**src/hw/rtl/radial_brush_grid_stamp_defines.svh**
```systemverilog
// Assertion macros shared by the grid stamp RTL.
// No dependencies; included by modules that check their own logic.
`ifndef RADIAL_BRUSH_GRID_STAMP_DEFINES_SVH
`define RADIAL_BRUSH_GRID_STAMP_DEFINES_SVH
`ifndef ASSERT_OFF
`define RBGS_ASSERT(label, clk, rst_n, prop, msg) \
    label: assert property (@(posedge clk) disable iff (!rst_n) (prop)) else $error(msg);
`define RBGS_ASSERT_RST(label, clk, prop, msg) \
    label: assert property (@(posedge clk) (prop)) else $error(msg);
`else
`define RBGS_ASSERT(label, clk, rst_n, prop, msg)
`define RBGS_ASSERT_RST(label, clk, prop, msg)
`endif
`endif

```
**src/hw/rtl/rbgs_pkg.sv**
```systemverilog
// Shared types, constants and falloff tables of the grid stamp block.
// No dependencies.
`default_nettype none
package rbgs_pkg;
    localparam int MaxRows    = 64;
    localparam int MaxColumns = 64;
    localparam int MaxRadius  = 4;
    localparam int RowW   = $clog2(MaxRows);
    localparam int ColW   = $clog2(MaxColumns);
    localparam int AddrW  = RowW + ColW;
    localparam int Depth  = MaxRows * MaxColumns;
    localparam int LevelW = 11;
    localparam logic [LevelW-1:0] FullLevel  = 11'd1024;
    localparam logic [LevelW-1:0] PaintLevel = 11'd819;

    localparam logic [1:0] OpStamp = 2'd0;
    localparam logic [1:0] OpClear = 2'd1;
    localparam logic [1:0] OpRead  = 2'd2;

    localparam logic [2:0] CfgOriginX = 3'd0;
    localparam logic [2:0] CfgOriginY = 3'd1;
    localparam logic [2:0] CfgCellW   = 3'd2;
    localparam logic [2:0] CfgCellH   = 3'd3;
    localparam logic [2:0] CfgRows    = 3'd4;
    localparam logic [2:0] CfgCols    = 3'd5;

    // kind of work handed to the back end
    typedef enum logic [1:0] {
        JOB_ACK   = 2'd0,
        JOB_STAMP = 2'd1,
        JOB_CLEAR = 2'd2,
        JOB_READ  = 2'd3
    } job_kind_t;

    typedef struct packed {
        job_kind_t       kind;
        logic            paint;
        logic [2:0]      radius;
        logic [RowW-1:0] row;
        logic [ColW-1:0] col;
    } job_t;

    typedef struct packed {
        logic [RowW-1:0]   cell_row;
        logic [ColW-1:0]   cell_col;
        logic [LevelW-1:0] level;
        logic              valid_res;
        logic              last;
    } res_t;

    // change for a squared distance s at radius r
    function automatic logic [8:0] falloff(input logic paint, input logic [2:0] r,
                                           input logic [4:0] s);
        logic [8:0] v;
        v = 9'd0;
        case (r)
            3'd1: if (s == 5'd0) v = paint ? 9'd205 : 9'd307;
            3'd2: begin
                case (s)
                    5'd0: v = paint ? 9'd205 : 9'd307;
                    5'd1: v = paint ? 9'd26 : 9'd38;
                    5'd2: v = paint ? 9'd5 : 9'd8;
                    default: v = 9'd0;
                endcase
            end
            3'd3: begin
                case (s)
                    5'd0: v = paint ? 9'd205 : 9'd307;
                    5'd1: v = paint ? 9'd61 : 9'd91;
                    5'd2: v = paint ? 9'd30 : 9'd45;
                    5'd4: v = paint ? 9'd8 : 9'd11;
                    5'd5: v = paint ? 9'd3 : 9'd5;
                    default: v = 9'd0;
                endcase
            end
            3'd4: begin
                case (s)
                    5'd0:  v = paint ? 9'd205 : 9'd307;
                    5'd1:  v = paint ? 9'd86 : 9'd130;
                    5'd2:  v = paint ? 9'd55 : 9'd83;
                    5'd4:  v = paint ? 9'd26 : 9'd38;
                    5'd5:  v = paint ? 9'd18 : 9'd26;
                    5'd8:  v = paint ? 9'd5 : 9'd8;
                    5'd9:  v = paint ? 9'd3 : 9'd5;
                    5'd10: v = paint ? 9'd2 : 9'd3;
                    default: v = 9'd0;
                endcase
            end
            default: v = 9'd0;
        endcase
        return v;
    endfunction
endpackage
`default_nettype wire

```
**src/hw/rtl/rbgs_front.sv**
```systemverilog
// Front end: accepts requests, maps the cursor to a cell and pushes a job.
// Depends on rbgs_pkg; cursor division is a restoring divider, one bit a cycle.
`default_nettype none
module rbgs_front
    import rbgs_pkg::*;
(
    input  wire logic        aclk,
    input  wire logic        aresetn,
    input  wire logic        in_valid,
    output logic             in_ready,
    input  wire logic [1:0]  op,
    input  wire logic [15:0] cursor_x,
    input  wire logic [15:0] cursor_y,
    input  wire logic        paint,
    input  wire logic [2:0]  radius,
    input  wire logic [5:0]  read_row,
    input  wire logic [5:0]  read_col,
    input  wire logic [15:0] origin_x,
    input  wire logic [15:0] origin_y,
    input  wire logic [12:0] cell_w,
    input  wire logic [12:0] cell_h,
    input  wire logic [6:0]  rows_used,
    input  wire logic [6:0]  cols_used,
    output logic             job_valid,
    input  wire logic        job_ready,
    output job_t             job
);
    typedef enum logic [2:0] {
        F_IDLE = 3'b001,
        F_DIV  = 3'b010,
        F_PUSH = 3'b100
    } fstate_t;

    fstate_t     state_reg, state_next;
    logic [16:0] qx_reg, qy_reg;      // magnitude, shifted into quotient
    logic [12:0] rx_reg, ry_reg;
    logic        nx_reg, ny_reg;      // offset negative
    logic [4:0]  cnt_reg;
    job_t        job_reg;

    logic signed [16:0] dx, dy;
    assign dx = 17'(signed'(cursor_x)) - 17'(signed'(origin_x));
    assign dy = 17'(signed'(cursor_y)) - 17'(signed'(origin_y));

    // one restoring step for each axis
    logic [13:0] tx, ty;
    assign tx = {rx_reg, qx_reg[16]} - {1'b0, cell_w};
    assign ty = {ry_reg, qy_reg[16]} - {1'b0, cell_h};

    // cell check once quotient is complete; nonzero sign with nonzero q is out
    logic in_x, in_y;
    assign in_x = (!nx_reg || qx_reg == 17'd0) && (qx_reg < 17'(cols_used));
    assign in_y = (!ny_reg || qy_reg == 17'd0) && (qy_reg < 17'(rows_used));

    logic [2:0] rsat;
    assign rsat = (radius > 3'(MaxRadius)) ? 3'(MaxRadius) : radius;

    assign in_ready  = (state_reg == F_IDLE);
    assign job_valid = (state_reg == F_PUSH);
    assign job       = job_reg;

    always_comb begin
        state_next = state_reg;
        case (state_reg)
            F_IDLE:  if (in_valid && op == OpStamp && rsat != 3'd0 &&
                         cell_w != 13'd0 && cell_h != 13'd0) state_next = F_DIV;
                     else if (in_valid) state_next = F_PUSH;
            F_DIV:   if (cnt_reg == 5'd17) state_next = F_PUSH;
            F_PUSH:  if (job_ready) state_next = F_IDLE;
            default: state_next = F_IDLE;
        endcase
    end

    always_ff @(posedge aclk) begin
        if (!aresetn) begin
            state_reg <= F_IDLE;
        end else begin
            state_reg <= state_next;
        end
        case (state_reg)
            F_IDLE: begin
                qx_reg  <= dx[16] ? 17'(-dx) : 17'(dx);
                qy_reg  <= dy[16] ? 17'(-dy) : 17'(dy);
                nx_reg  <= dx[16];
                ny_reg  <= dy[16];
                rx_reg  <= '0;
                ry_reg  <= '0;
                cnt_reg <= '0;
                job_reg.paint  <= paint;
                job_reg.radius <= rsat;
                job_reg.row    <= read_row;
                job_reg.col    <= read_col;
                case (op)
                    OpClear: job_reg.kind <= JOB_CLEAR;
                    OpRead:  job_reg.kind <= JOB_READ;
                    default: job_reg.kind <= JOB_ACK;
                endcase
            end
            F_DIV: begin
                // 17 steps cover the full 17-bit magnitude
                if (cnt_reg == 5'd17) begin
                    job_reg.kind <= (in_x && in_y) ? JOB_STAMP : JOB_ACK;
                    job_reg.row  <= qy_reg[RowW-1:0];
                    job_reg.col  <= qx_reg[ColW-1:0];
                end else begin
                    cnt_reg <= cnt_reg + 5'd1;
                    if (!tx[13]) begin
                        rx_reg <= tx[12:0];
                        qx_reg <= {qx_reg[15:0], 1'b1};
                    end else begin
                        rx_reg <= {rx_reg[11:0], qx_reg[16]};
                        qx_reg <= {qx_reg[15:0], 1'b0};
                    end
                    if (!ty[13]) begin
                        ry_reg <= ty[12:0];
                        qy_reg <= {qy_reg[15:0], 1'b1};
                    end else begin
                        ry_reg <= {ry_reg[11:0], qy_reg[16]};
                        qy_reg <= {qy_reg[15:0], 1'b0};
                    end
                end
            end
            default: ;
        endcase
    end
endmodule
`default_nettype wire

```
**config.mk**
```make
export PLATFORM = sky130hd
export DESIGN_NAME = rbgs_front
export DESIGN_NICKNAME = d
export VERILOG_FILES = /design/src/hw/rtl/radial_brush_grid_stamp_defines.svh /design/src/hw/rtl/rbgs_pkg.sv /design/src/hw/rtl/rbgs_front.sv
export SDC_FILE = /design/constraint.sdc
export NUM_CORES = 1
export LEC_CHECK = 0
export BUFFER_PORTS_ARGS = -buffer_cell sky130_fd_sc_hd__clkbuf_2
export CORE_MARGIN = 3
export CORE_UTILIZATION = 55
export DETAILED_ROUTE_END_ITERATION = 8
export GPL_ROUTABILITY_DRIVEN = 0
export GPL_TIMING_DRIVEN = 0
export PLACE_DENSITY = 0.79
export SYNTH_ARGS = -nofsm -noshare
export SYNTH_HDL_FRONTEND = slang
export SYNTH_SLANG_ARGS = --single-unit
```
**constraint.sdc**
```tcl
create_clock -name aclk -period 4.6 [get_ports aclk]
set_clock_uncertainty 0.05 [all_clocks]
set_input_delay 1.15 -clock aclk [delete_from_list [all_inputs] [get_ports aclk]]
set_output_delay 1.15 -clock aclk [all_outputs]
set_load 0.005 [all_outputs]
```
==> metrics <==
diode count 0; Die W between 100 and 150 um; leak pwr roughly 4.2 nW; Die Span Y around 130 um; clock sinks 88; Synth Area in Simple Gates between 10% and 20%; Detailed Route WL 19.30 mm; sequential share of power just under 40%; Period Utilization, post-route between 80% and 90%; area share of fa/ha/maj cells after synthesis roughly 13%; #FFs+latches synth between 80 and 90; die area around 16,000 um^2; Setup Buffers After CTS 0; WL/cell 15.46 um; initial antenna violation count 0; Worst-path clk slew 0.06 ns; largest cells by area after synthesis edfxtp_1, ha_1, inv_1, nor2_1, xnor2_1; worst path required time about 4.6 ns; Syn Nets approximately 1,100; status finished clean; Comb power frac ~36%; Hold Crit Class flip-flop to flip-flop; most common cell after layout, fill and taps aside clkbuf_2; Initial DRC Count just over 500; DRC violations left 0; asr flop ratio synth 0%; Root Buffer clkbuf_16; Final HPWL DP 15.21 mm; max_slew headroom 41.35%; Reg2Reg Depth 10; fmax around 0.24 GHz; mapped cell area 7976 um^2; drt pass-1 iters 6; Pint 0.001964 W; CTS tree built; slew at the pin closest to its max-slew limit around 0.88 ns; antenna-violating nets left 0; Starting Density a little under three fifths; Via Count 7,298; total gr overflow 0; slowest CP cell clkbuf_1; reg-to-reg startpoint rx_reg[0]; r2r setup slk roughly 1.1 ns; H-tree Lvls 3; DP Cell Count roughly 1,200; placed cell areas roughly 9000 um^2; max reg flops 18; kind of critical path primary input to flip-flop; Post-Synth XOR/XNOR Area between 6 and 7%; critical path cell sequence clkbuf_2 -> inv_1 -> ha_1 -> nor2b_1 -> o21ai_0 -> a21oi_1 -> o211ai_1 -> a2111oi_0 -> nand3b_1 -> clkbuf_1 -> mux2i_1 -> nor2_1; Power Dens Cells ~320 nW/um^2; final setup vio count 0; share of the synthesized area in the top cell type between 30% and 40%; Fin Setup TNS 0 ns; Rows 43; core footprint between 10,000 and 15,000 um^2; Worst Setup Start Kind primary input; hold path depth 2; maximum clock path buffer count 2; largest area contributor in the netlist edfxtp_1; Slew Limit Fails 0; design area 9230 um^2; Final Hold Vio Count 0; Seq/Total Area, Yosys roughly a third; largest family of logic cells by synthesized area compound AO/OA/AOI/OAI gates; post-synthesis mux area share under 10%; Hold Path End qy_reg[16]; sw frac around 33%; Crit. End Element flip-flop; CTS Hold Bufs 0; Mapped Cells just over 900; max cap viols 0; CP Max Fanout 10; via density per instance a little under 6; I/O pin count about 150; most frequent cells in the layout clkbuf_2, inv_1, nor2_1; area delta synth->final 15.72%; worst min-delay path startpoint qy_reg[15]; vias in the first global route around 6,800; Tot GR Track Use 23.88%; minimum clock period about 4.1 ns; Avg Inst Size Synth 8.794 um^2; Distinct cells, synth around 80; nets between 1,000 and 1,500; Compound-Gate Fraction of Synth Area around a fifth; Syn. warnings 0; non-filler instance count after layout 1,249; most used flip-flop cell after synthesis edfxtp_1; RR Endpoint rx_reg[4]; largest net degree at the start of global routing between 60 and 70; delay-heaviest family, CP compound AO/OA/AOI/OAI gates; layout cells sized above 1 ~17%; RSZ-0062 raised after global routing no; Crit. Startpoint cell_w[1]; number of flops mapped to enable cells by yosys between 80 and 90; clock network power share roughly a quarter; PortBufs around 150; first-pass GRT wire length approximately 32 mm; Total Power ~0.003 W; WP data arrival 4.14 ns; CP max stage delay about 0.56 ns; CTS buffer count 9; Clk Latency, worst-skew pair 0.35 ns; Worst VDD drop 0.0001803 V; Buf/Inv on CP 3; # resized after CTS 0; sw power around 0.00099 W
-- synthesized netlist by cell type (all sizes together), types with 15 or more instances --
cell	instances
o21ai	45
xnor2	38
o21a	18
nor3	27
nand2	73
nor2	90
mux2i	18
a21oi	49
ha	76
nor4	15
inv	94
clkbuf	22
edfxtp	85
nor2b	20
nand3	20
xor2	20
-- tightest hold or removal path: stages (launching register included) --
cell,delay [ns]
edfxtp_1,0.35
nand2_1,0.06
o31ai_1,0.06
-- logic make-up (layout without fill, tap and decap cells) --
kind of cell    Yosys count  after routing
compound gates          227            227
xor+xnor                 58             58
simple gates            317            317
fa+ha+maj                80             80
buf+inv                 116            278
flops                    88             88
mux                      21             21
-- cell type report --
type / count / area [um^2]
repair buffers: 146 / 737.0
plain buffers: 22 / 92.59
well taps: 180 / 225.2
multi-input cells: 703 / 4926
inverters: 94 / 352.8
flip-flops and latches: 88 / 2613
fillers: 1195 / 4812
clock inverters: 3 / 43.79
clock buffers: 13 / 240.2
-- worst max path at each step --
stage                 endpoint  slack [ns]  depth (start not counted)
detailed placement  qx_reg[15]        0.19                         12
floorplan           qx_reg[15]        0.57                         11
finish               rx_reg[4]        0.48                         12
global placement    qx_reg[15]        0.20                         12
CTS                  rx_reg[4]        0.52                         12
global route         rx_reg[4]        0.16                         12
-- stage by stage --
step	setup WS [ns]	hold slack, ns	util [%]
floorplan	0.5699	0.4722	-
global placement	0.1953	0.5020	63.57
detailed placement	0.1938	0.5118	63.71
CTS	0.5242	0.5220	65.73
global route	0.1637	0.5495	65.73
finish	0.4764	0.5217	65.73
-- routing by layer --
layer,vias to the layer above,track usage [%],wire [um]
li1,3645,-,-
met1,3386,32.08,8492
met2,233,40.19,9310
met3,34,2.189,1021
met4,0,8.959,481
met5,-,0,0
-- power groups by stage --
stage	combinational, W	sequential (W)	clock, W
5_1_grt	0.00120	0.00118	0.000752
3_5_place_dp	0.00105	0.00118	0
4_1_cts	0.00106	0.00116	0.000718
2_1_floorplan	0.000792	0.00115	0
3_3_place_gp	0.00102	0.00118	0
6_report	0.00107	0.00117	0.000714
No activity file was read; power rests on OpenSTA's default activity.
